[config.mk]
export PLATFORM = sky130hd
export DESIGN_NAME = gbvb_ram
export DESIGN_NICKNAME = d
export VERILOG_FILES = /design/src/sv/gbvb_ram.sv
export SDC_FILE = /design/constraint.sdc
export NUM_CORES = 1
export LEC_CHECK = 0
export BUFFER_PORTS_ARGS = -buffer_cell sky130_fd_sc_hd__buf_2
export CAP_MARGIN = 20
export CORE_MARGIN = 5
export CORE_UTILIZATION = 36
export DETAILED_ROUTE_END_ITERATION = 6
export REMOVE_ABC_BUFFERS = 1
export SKIP_LAST_GASP = 1
export SLEW_MARGIN = 10
export SYNTH_ARGS = -nofsm -noshare
export SYNTH_HDL_FRONTEND = slang
export SYNTH_SLANG_ARGS = --single-unit
[constraint.sdc]
create_clock -name i_clk -period 3.1 [get_ports i_clk]
set_input_delay 0.93 -clock i_clk [delete_from_list [all_inputs] [get_ports i_clk]]
set_output_delay 0.93 -clock i_clk [all_outputs]
set_load 0.01 [all_outputs]
[src/sv/gbvb_ram.sv]
// gbvb_ram: generic single-write, single-read ram with registered read data
// no dependencies
`default_nettype none
module gbvb_ram #(
    parameter int WIDTH = 16,
    parameter int DEPTH = 64
) (
    input  wire logic                     i_clk,
    input  wire logic                     i_we,
    input  wire logic [$clog2(DEPTH)-1:0] i_waddr,
    input  wire logic [WIDTH-1:0]         i_wdata,
    input  wire logic [$clog2(DEPTH)-1:0] i_raddr,
    output      logic [WIDTH-1:0]         o_rdata
);
    logic [WIDTH-1:0] r_mem [DEPTH];

    // write port and registered read
    always_ff @(posedge i_clk) begin
        if (i_we) r_mem[i_waddr] <= i_wdata;
        o_rdata <= r_mem[i_raddr];
    end
endmodule
`default_nettype wire

==> run_results.csv <==
group,metric,value,unit
status,outcome,"complete, no violations",
placement,place_congestion,0.811,
timing,slew_headroom,0.234,
final_layout,area_delta_synth_final,16.8,%
critical_path,rr_startpoint,"r_mem[43][14]$_DFFE_PP_",
cts,postCtsHoldBufs,0,
cts,cts-resized-gates,0,
floorplan,num_io_pins,46,
worst_hold_path,hp-start,"i_wdata[4]",
logic_synthesis,synth.top_cell.area_share,0.768,
route,firstDrtPassIters,5,
global_routing,grt_start_max_net_pins,65,
timing,setup_viol,0,
critical_path,crit_fanout,14,
route,drc,0,
critical_path,ff2ff_path_depth,4,
route,post_drt_via_cell_ratio,5.30,
cts,cts-root-buf,"clkbuf_16",
cts,insertion_delay,0.66,ns
logic_synthesis,muxShareOfSynthArea,0.155,
global_routing,first_global_vias,19900,
placement,dpl_cell_area,43500,um2
flow_run,max-cap-violations,0,
floorplan,core,111000,um2
logic_synthesis,postSynthAreaPerCell,21.9,um2
placement,dp.cells,3485,
cts,cts_setup_buffers,0,
worst_hold_path,hp-class,"primary input to flip-flop",
placement,place_hpwl,62.6,mm
logic_synthesis,async_reset_ff_frac,0,
route,met2_length,45.6,mm
timing,hold_viol_final,0,
timing,finalCriticalPeriod,2.77,ns
critical_path,worstSetupStartpointType,"primary input",
final_layout,fin_nets,2129,
timing,rsz0062_at_grt,"no",
timing,finClkSkew,0.0249,ns
timing,max_freq,360,MHz
logic_synthesis,synthSimpleGateAreaFrac,0.0265,
logic_synthesis,synth-seq-area-share,0.776,
global_routing,grt_usage,0.163,
logic_synthesis,yosys_register_bits,1040,
floorplan,die_x,344,um
placement,io_buffers,45,
logic_synthesis,synth_edf_count,1024,
cts,numClockSinks,1040,
logic_synthesis,yosys_warnings,0,
cts,cts_max_level,3,
cts,clock_path_buffers,3,
final_layout,final_cell_area,46800,um2
route,drt-wirelength-per-cell,26.3,um
timing,timing.final.ws_setup,0.326,ns
critical_path,critPathKind,"primary input to flip-flop",
cts,path_clk_slew,0.06,ns
route,top_layer_used,"met5",
final_layout,fin_cells,3679,
floorplan,start_util,0.362,
worst_hold_path,holdPathStages,1,
timing,timing.final.crit_share,0.895,
logic_synthesis,synthCells,1829,
logic_synthesis,synth_xor_area_frac,0,
worst_hold_path,min_to,"r_mem[21][4]$_DFFE_PP_",
floorplan,die_area,118000,um2
cts,cts_buffers,100,
placement,pre_cts_slack,-0.300,ns
critical_path,endpoint_kind,"flip-flop",
logic_synthesis,synth_area_leaders,"edfxtp_1 77%, mux4_2 12%, mux2i_1 2.1%, dfxtp_1 0.80%, mux2_2 0.76%",
critical_path,cp.required,3.64,ns
global_routing,grt-ovfl-total,0,
route,routed_wl,96.6,mm
floorplan,row_count,122,
logic_synthesis,ys_types,43,
pwr,power_density,625,nW/um2
global_routing,antenna_found_initial,18,
logic_synthesis,syn_area,40000,um2
global_routing,grt_pass1_wl,140,mm
route,via_count,19500,
pwr,ir_drop,456,uV
logic_synthesis,synth_top_cell_by_area,"edfxtp_1",
route,antenna_left,0,
final_layout,drive_gt1_frac,0.311,
logic_synthesis,synthFlopType,"edfxtp_1",
cts,cts_tree,"yes",
logic_synthesis,synth_compound_area_frac,0.0241,
route,wl_met3,7.49,mm
pwr,total_power,0.0293,W
logic_synthesis,synth_top_family_by_area,"multiplexers",
route,met1Wirelength,40.7,mm
floorplan,die_y,344,um
critical_path,r2r-end,"o_rdata[14]$_DFF_P_",
pwr,p_leak,15.0,nW
route,drt_iter0_markers,2016,
timing,tightest_slew,1.14,ns
critical_path,cp.arrival,3.32,ns
timing,report.final.slew_viol_count,0,
logic_synthesis,synthAdderAreaFrac,0,
critical_path,r2r_slack,0.89,ns
## report_power, final
group / switching (W) / leakage [nW] / internal, W
combinational: 0.000940 / 4.04 / 0.000643
clock: 0.00509 / 1.60 / 0.00697
sequential: 0.0000590 / 9.35 / 0.0156
## registers in the layout, summed over array words and instances, names as in the netlist
register,flops
r_mem,1024
o_rdata,16
## layout make-up
type                            instances  area, um2
Fill cell                            9499      63700
Multi-Input combinational cell        685       8250
Sequential cell                      1040      31100
Antenna cell                            7       17.5
Tap cell                             1488       1860
Clock inverter                         64        601
Clock buffer                          123       2670
Timing Repair Buffer                  272       2320
## cells in the final DEF, fill, tap and decap left out, types with 21 or more instances in the layout
cell	instances
edfxtp_1	1024
mux4_2	220
buf_4	198
clkbuf_16	102
mux2i_1	85
nor2_1	72
nand2_1	59
buf_2	42
a22oi_1	39
nor2b_1	30
buf_12	29
mux2_2	27
nand3_1	24
clkinv_2	21
## metal layers
metal,GRT usage,vias to the layer above
met5,0,-
met4,0.0493,6
met3,0.0427,151
met2,0.257,676
met1,0.224,10400
li1,-,8242
## critical path, cell delays in order
cell,delay (ns)
buf_8,0.16
buf_4,0.36
mux4_2,0.56
mux2i_1,0.35
o21ai_0,0.48
and4_1,0.41
## how the worst max path moves through the flow
stage	end	depth (start not counted)	start	slack (ns)
4_1_cts	o_rdata[14]$_DFF_P_	6	i_raddr[0]	0.40
3_5_place_dp	o_rdata[14]$_DFF_P_	6	i_raddr[0]	-0.30
5_1_grt	o_rdata[14]$_DFF_P_	6	i_raddr[0]	0.30
2_1_floorplan	r_mem[48][0]$_DFFE_PP_	3	i_we	0.29
6_report	o_rdata[14]$_DFF_P_	6	i_raddr[0]	0.33
3_3_place_gp	o_rdata[10]$_DFF_P_	6	i_raddr[0]	-0.30
## cells in the mapped netlist (6+ instances only)
| cell | count |
|---|---|
| mux2_2 | 27 |
| mux4_2 | 220 |
| a31oi_1 | 8 |
| nand3_1 | 24 |
| a22o_1 | 6 |
| a211oi_1 | 8 |
| buf_6 | 17 |
| a22oi_1 | 39 |
| nor2_1 | 72 |
| buf_2 | 36 |
| mux2i_1 | 85 |
| dfxtp_1 | 16 |
| a21oi_1 | 17 |
| a311oi_1 | 8 |
| clkbuf_1 | 24 |
| buf_4 | 13 |
| a221o_1 | 6 |
| nand4_1 | 12 |
| nand2_1 | 59 |
| nor2b_1 | 30 |
| edfxtp_1 | 1024 |
| a221oi_1 | 16 |
| a211o_1 | 8 |
## through the flow
stage / TNS [ns] / hold WS [ns] / util
3_5_place_dp: -1.33 / 0.890 / 0.394
3_3_place_gp: -1.23 / 0.865 / 0.394
5_1_grt: 0 / 0.654 / 0.423
2_1_floorplan: 0 / 0.760 / -
4_1_cts: 0 / 0.641 / 0.423
6_report: 0 / 0.682 / 0.423
## cells by family (layout without fill, tap and decap cells)
kind of cell           Yosys count  after routing
buffers and inverters          104            459
AOI/OAI and AO/OA              129            129
other                            0              7
and+or+nand+nor                220            220
muxes                          336            336
DFF                           1040           1040
(Power assumes the default switching activity.)
