==> config.mk <==
export PLATFORM = sky130hd
export DESIGN_NAME = gbvb_front
export DESIGN_NICKNAME = d
export VERILOG_FILES = /design/src/sv/gbvb_pkg.sv /design/src/sv/gbvb_front.sv
export SDC_FILE = /design/constraint.sdc
export NUM_CORES = 1
export LEC_CHECK = 0
export BUFFER_PORTS_ARGS = -buffer_cell sky130_fd_sc_hd__buf_2
export CORE_ASPECT_RATIO = 1.2
export CORE_UTILIZATION = 45
export DETAILED_ROUTE_END_ITERATION = 7
export PLACE_DENSITY = 0.78
export RECOVER_POWER = 100
export REMOVE_ABC_BUFFERS = 1
export SLEW_MARGIN = 20
export SYNTH_ARGS = -nofsm -noshare
export SYNTH_HDL_FRONTEND = slang
export SYNTH_SLANG_ARGS = --single-unit
==> constraint.sdc <==
create_clock -name i_clk -period 13 [get_ports i_clk]
set_input_delay 3.9 -clock i_clk [delete_from_list [all_inputs] [get_ports i_clk]]
set_output_delay 3.9 -clock i_clk [all_outputs]
set_load 0.01 [all_outputs]
==> src/sv/gbvb_pkg.sv <==
// gbvb_pkg: shared types, codes and constant tables for the gaussian brush blend
// no dependencies
`default_nettype none
package gbvb_pkg;

    localparam logic [22:0] GAUSS_COEF_Q24 = 23'd6693141;

    typedef enum logic [1:0] {
        MODE_BIAS  = 2'd0,
        MODE_BRUSH = 2'd1,
        MODE_QUERY = 2'd2,
        MODE_NONE  = 2'd3
    } t_mode;

    typedef enum logic [1:0] {
        CFG_POINT_COUNT = 2'd0,
        CFG_SLICE_COUNT = 2'd1,
        CFG_BIAS_WEIGHT = 2'd2
    } t_cfg_idx;

    // back end sequencer states
    typedef enum logic [3:0] {
        ST_IDLE, ST_BIAS, ST_WALK, ST_DIV, ST_WAIT, ST_EMIT
    } t_back_state;

    typedef struct packed {
        logic [1:0]  mode;
        logic [5:0]  entry_index;
        logic [1:0]  slice_select;
        logic [15:0] pos_x;
        logic [15:0] pos_y;
        logic [15:0] variance;
        logic [15:0] red_in;
        logic [15:0] green_in;
        logic [15:0] blue_in;
        logic [15:0] alpha_in;
    } t_in_item;

    typedef struct packed {
        logic [1:0]  slice_out;
        logic [15:0] red_out;
        logic [15:0] green_out;
        logic [15:0] blue_out;
        logic [15:0] alpha_out;
        logic        was_normalized;
        logic        last_slice;
    } t_out_item;

    // front to back: one classified query
    typedef struct packed {
        logic [15:0] qx;
        logic [15:0] qy;
        logic [10:0] npts;
        logic [4:0]  nslc;
    } t_query;

    // exp(-i*16/depth) in Q0.16: truncating taylor series, then four squarings
    function automatic logic [15:0] exp_entry(input int unsigned i, input int unsigned depth);
        logic [63:0] s;
        logic [63:0] t;
        logic [63:0] y;
        logic [63:0] q;
        s = 64'h1_0000_0000;
        t = 64'h1_0000_0000;
        y = (64'(i) << 32) / 64'(depth);
        for (int k = 1; k <= 20; k++) begin
            t = ((t * y) >> 32) / 64'(k);
            if (k % 2 == 1) s = (s >= t) ? s - t : 64'd0;
            else s = s + t;
        end
        if (s > 64'hFFFF_FFFF) s = 64'hFFFF_FFFF;
        for (int r = 0; r < 4; r++) s = (s * s) >> 32;
        q = (s + 64'h8000) >> 16;
        return (q > 64'd65535) ? 16'hFFFF : q[15:0];
    endfunction

endpackage
`default_nettype wire

==> src/sv/gbvb_front.sv <==
// gbvb_front: accepts items, performs loads, queues queries for the back end
// depends on gbvb_pkg; drives the gbvb_ram write enables through the top level
`default_nettype none
module gbvb_front import gbvb_pkg::*; #(
    parameter int MAX_POINTS = 64,
    parameter int MAX_SLICES = 4
) (
    input  wire logic        i_clk,
    input  wire logic        i_rst_n,
    input  wire logic        i_start,
    input  wire t_in_item    i_item,
    input  wire logic [6:0]  i_point_count,
    input  wire logic [2:0]  i_slice_count,
    input  wire logic        i_back_busy,
    output      logic        o_busy,
    output      logic        o_brush_we,
    output      logic        o_bias_we,
    output      logic        o_q_valid,
    output      t_query      o_q,
    input  wire logic        i_q_pop
);
    localparam int SLIM = (MAX_SLICES < 4) ? MAX_SLICES : 4;
    localparam int QD   = 2;

    t_query     r_q [QD];
    logic [1:0] r_cnt;
    logic       r_wr, r_rd;
    logic       acc;
    logic       push;
    t_query     nq;
    logic [2:0] s;

    assign acc    = i_start && !o_busy;
    // hold off items while a query is queued or worked, so loads stay in order
    assign o_busy = (r_cnt != 2'd0) || i_back_busy;
    assign o_brush_we = acc && (i_item.mode == MODE_BRUSH)
                        && (32'(i_item.entry_index) < MAX_POINTS)
                        && (32'(i_item.slice_select) < MAX_SLICES);
    assign o_bias_we  = acc && (i_item.mode == MODE_BIAS)
                        && (32'(i_item.slice_select) < MAX_SLICES);
    assign push = acc && (i_item.mode == MODE_QUERY);

    // clamp counts for the query
    always_comb begin
        s = i_slice_count;
        if (s == 3'd0) s = 3'd1;
        if (32'(s) > SLIM) s = 3'(SLIM);
        nq.qx   = i_item.pos_x;
        nq.qy   = i_item.pos_y;
        nq.npts = (32'(i_point_count) > MAX_POINTS) ? 11'(MAX_POINTS) : 11'(i_point_count);
        nq.nslc = 5'(s);
    end

    // two-entry query queue
    always_ff @(posedge i_clk) begin
        if (!i_rst_n) begin
            r_cnt <= '0;
            r_wr  <= 1'b0;
            r_rd  <= 1'b0;
        end else begin
            if (push) begin
                r_q[r_wr] <= nq;
                r_wr      <= ~r_wr;
            end
            if (i_q_pop) r_rd <= ~r_rd;
            r_cnt <= r_cnt + 2'(push) - 2'(i_q_pop);
        end
    end
    assign o_q_valid = (r_cnt != 2'd0);
    assign o_q       = r_q[r_rd];
endmodule
`default_nettype wire

==> results.ini <==
[setup_path]
crit_path_end_kind = primary output
critPathLaunch = i_back_busy
cp-start-kind = input port
path_class = input port to primary output
crit_slowest_cell = or4b_1
worstPathMaxFanout = 3
crit_buf_inv = 2
path_depth = 4
critPathMaxStageDelay_ps = 510
r2r_start = r_cnt[1]$_SDFF_PN0_
crit_required_ps = 9100
cp_cell_sequence = buf_2 -> or4b_1 -> nor3b_1 -> clkbuf_1
crit_family = simple AND/OR/NAND/NOR gates
worst_r2r_path_depth = 4
cp.arrival_ps = 4870

[routing]
ant_nets = 0
drc = 0
routed_wl_um = 5550
drt_first_iter_violations = 53
firstDrtPassIters = 4
vias_per_cell = 4.83
wl_per_cell_um = 14.9
num_vias = 1801

[synthesis]
synth_compound_area_share_pct = 0.148
syn_inst = 179
synth-simple-area-share_pct = 4.10
synth.top_cell.area_share_pct = 74.5
yosys_warnings = 0
synth_cell_types = 24
ys_seq_area_share_pct = 77.4
synth_top_cell_by_area = edfxtp_1
avgSynthCellArea_um2 = 18.9
ys_seq_elements = 89
synthesis.area_mm2 = 0.00339
synth_adder_area_share_pct = 0.739
yosys-top-cells-area = edfxtp_1 (74%), mux2_2 (14%), dfxtp_1 (3.0%)
yosys-mux-area-fraction_pct = 14.3
synth_xor_area_share_pct = 0.517
synth_top_family_by_area = multiplexers

[pwr]
power.density_mw_per_mm2 = 135
p_leak_nw = 1.36
ir_drop_mv = 0.0667

[sta]
fin_ws_ps = 4230
worst_pin_slew_ps = 1890
slew-limit-headroom_pct = -26.5
setup_violations = 0
final.setup.tns_ps = 0
hold_viol = 0
rsz0062_at_grt = no
slew_violations = 74
timing.final.crit_share_pct = 67.5
min_period_ps = 8770
clock-skew-final_ps = 12.2
fmax_mhz = 114

[worst_hold_path]
hp-class = flip-flop to flip-flop
hold_path_depth = 2
min-delay-start = r_wr$_SDFFE_PN0P_

[final_layout]
finalNetCount = 417
antenna_cells = 0
syn_to_final_growth_pct = 19.0
drive_gt1_share_pct = 31.1

[clock_tree]
cts_tree = yes
clk_pin_slew_worst_paths_ps = 80
hold_buffers = 0
clk_latency_ps = 340
cts-root-buf = clkbuf_8
cts_buffers = 9
clockBufferDepth = 2
cts_resized = 0
postCtsSetupRepairBufs = 0
htreeDepth = 3
clock_sink_count = 89

[flow_run]
cap_violations = 2

[global_route]
grt_pass1_vias = 1844
antenna_found_initial = 0
grt-ovfl-total = 0
grt_max_degree = 43
grtUsageTotal_pct = 15.1
grt_pass1_wl_um = 8630

[die]
row_count = 34
die_h_um = 97.0
die_w_um = 81.2
initial_core_util_pct = 46.6
core_area_mm2 = 0.00727
die-area_mm2 = 0.00788
io-pin-count = 189

[placement]
dpl_worst_slack_ps = 4290
place.gp.congestion = 0.743
port_buffers = 94
dpl.hpwl_um = 3600

[run_status]
violations = max-capacitance violations, max-slew violations
status = finished, violations left

sequential cells by signal, indices dropped and copies added, names as in the netlist, named ones only:
signal	cells
r_q	84
r_rd	1
r_cnt	2
r_wr	1
synthesized netlist by cell type:
cell type	instances
nor2b_1	7
dfxtp_1	5
a21oi_1	1
nand2_1	2
ha_1	2
and2_2	1
or4b_4	1
buf_2	1
and2_1	1
clkbuf_1	7
conb_1	1
or3_2	1
mux2_2	42
or2_2	1
edfxtp_1	84
nor3_1	3
mux2i_1	1
or3b_1	1
xor2_1	1
nor2_1	4
inv_1	4
nor3b_1	1
xnor2_1	1
buf_4	6
worst paths after layout:
| kind | endpoint | slack [ps] |
|---|---|---|
| max | o_brush_we | 4230 |
| min | r_wr$_SDFFE_PN0P_ | 470 |
| max reg2reg | r_q[0][17]$_DFFE_PP_ | 8960 |
| min reg2reg | r_wr$_SDFFE_PN0P_ | 470 |
stage by stage:
stage	hold WS (ps)	util, %	power (mW)	instance area [µm²]	instances
after floorplan	438	-	0.350	3330	170
after global placement	445	54.3	0.370	3950	357
after detailed placement	455	54.3	0.372	3950	357
after CTS	472	56.9	0.554	4140	373
after global routing	501	55.4	0.566	4030	373
final	472	55.4	0.544	4030	373
report_power, final:
group / internal, mW / leakage (nW) / switching [mW]
Sequential: 0.316 / 0.799 / 0.00643
Combinational: 0.0211 / 0.466 / 0.0181
Clock: 0.0885 / 0.0970 / 0.0935
layer usage:
metal	track usage, %	vias to the layer above	share of wire, %	wire (µm)
li1	-	856	-	-
met5	0	-	0	0
met3	5.19	5	8.4	467
met2	24.4	83	47	2630
met4	7.42	0	0.83	46
met1	17.7	857	43	2410
layout by cell type (no fill, tap or decap), drive strengths merged, types with 3 or more instances in the layout:
| cell | synthesis | layout |
|---|---|---|
| mux2 | 42 | 42 |
| dfxtp | 5 | 5 |
| nor2b | 7 | 7 |
| nor2 | 4 | 4 |
| inv | 4 | 5 |
| edfxtp | 84 | 84 |
| clkinv | 0 | 4 |
| buf | 7 | 29 |
| clkbuf | 7 | 77 |
| conb | 1 | 6 |
| nor3 | 3 | 3 |
worst reg2reg max path: cells and delay by family, from the launching register on:
family | cells | cell delay (ps)
buffers and inverters | 1 | 1400
flip-flops | 1 | 350
AND/OR/NAND/NOR | 3 | 1880
kinds of logic after synthesis:
logic type                 after synthesis
AOI/OAI and AO/OA                        1
xor gates and xnor gates                 2
adders and majority gates                2
buffers and inverters                   18
DFF                                     89
muxes                                   43
other                                    1
and+or+nand+nor                         23
layout make-up:
type | instances | area (µm²)
clock buffers | 9 | 124
fillers | 648 | 3240
clock inverters | 7 | 68.8
flip-flops and latches | 89 | 2620
well taps | 90 | 113
repair buffers | 97 | 399
multi-input cells | 77 | 688
inverters | 4 | 15.0
Power figures use the tool's default switching activity.
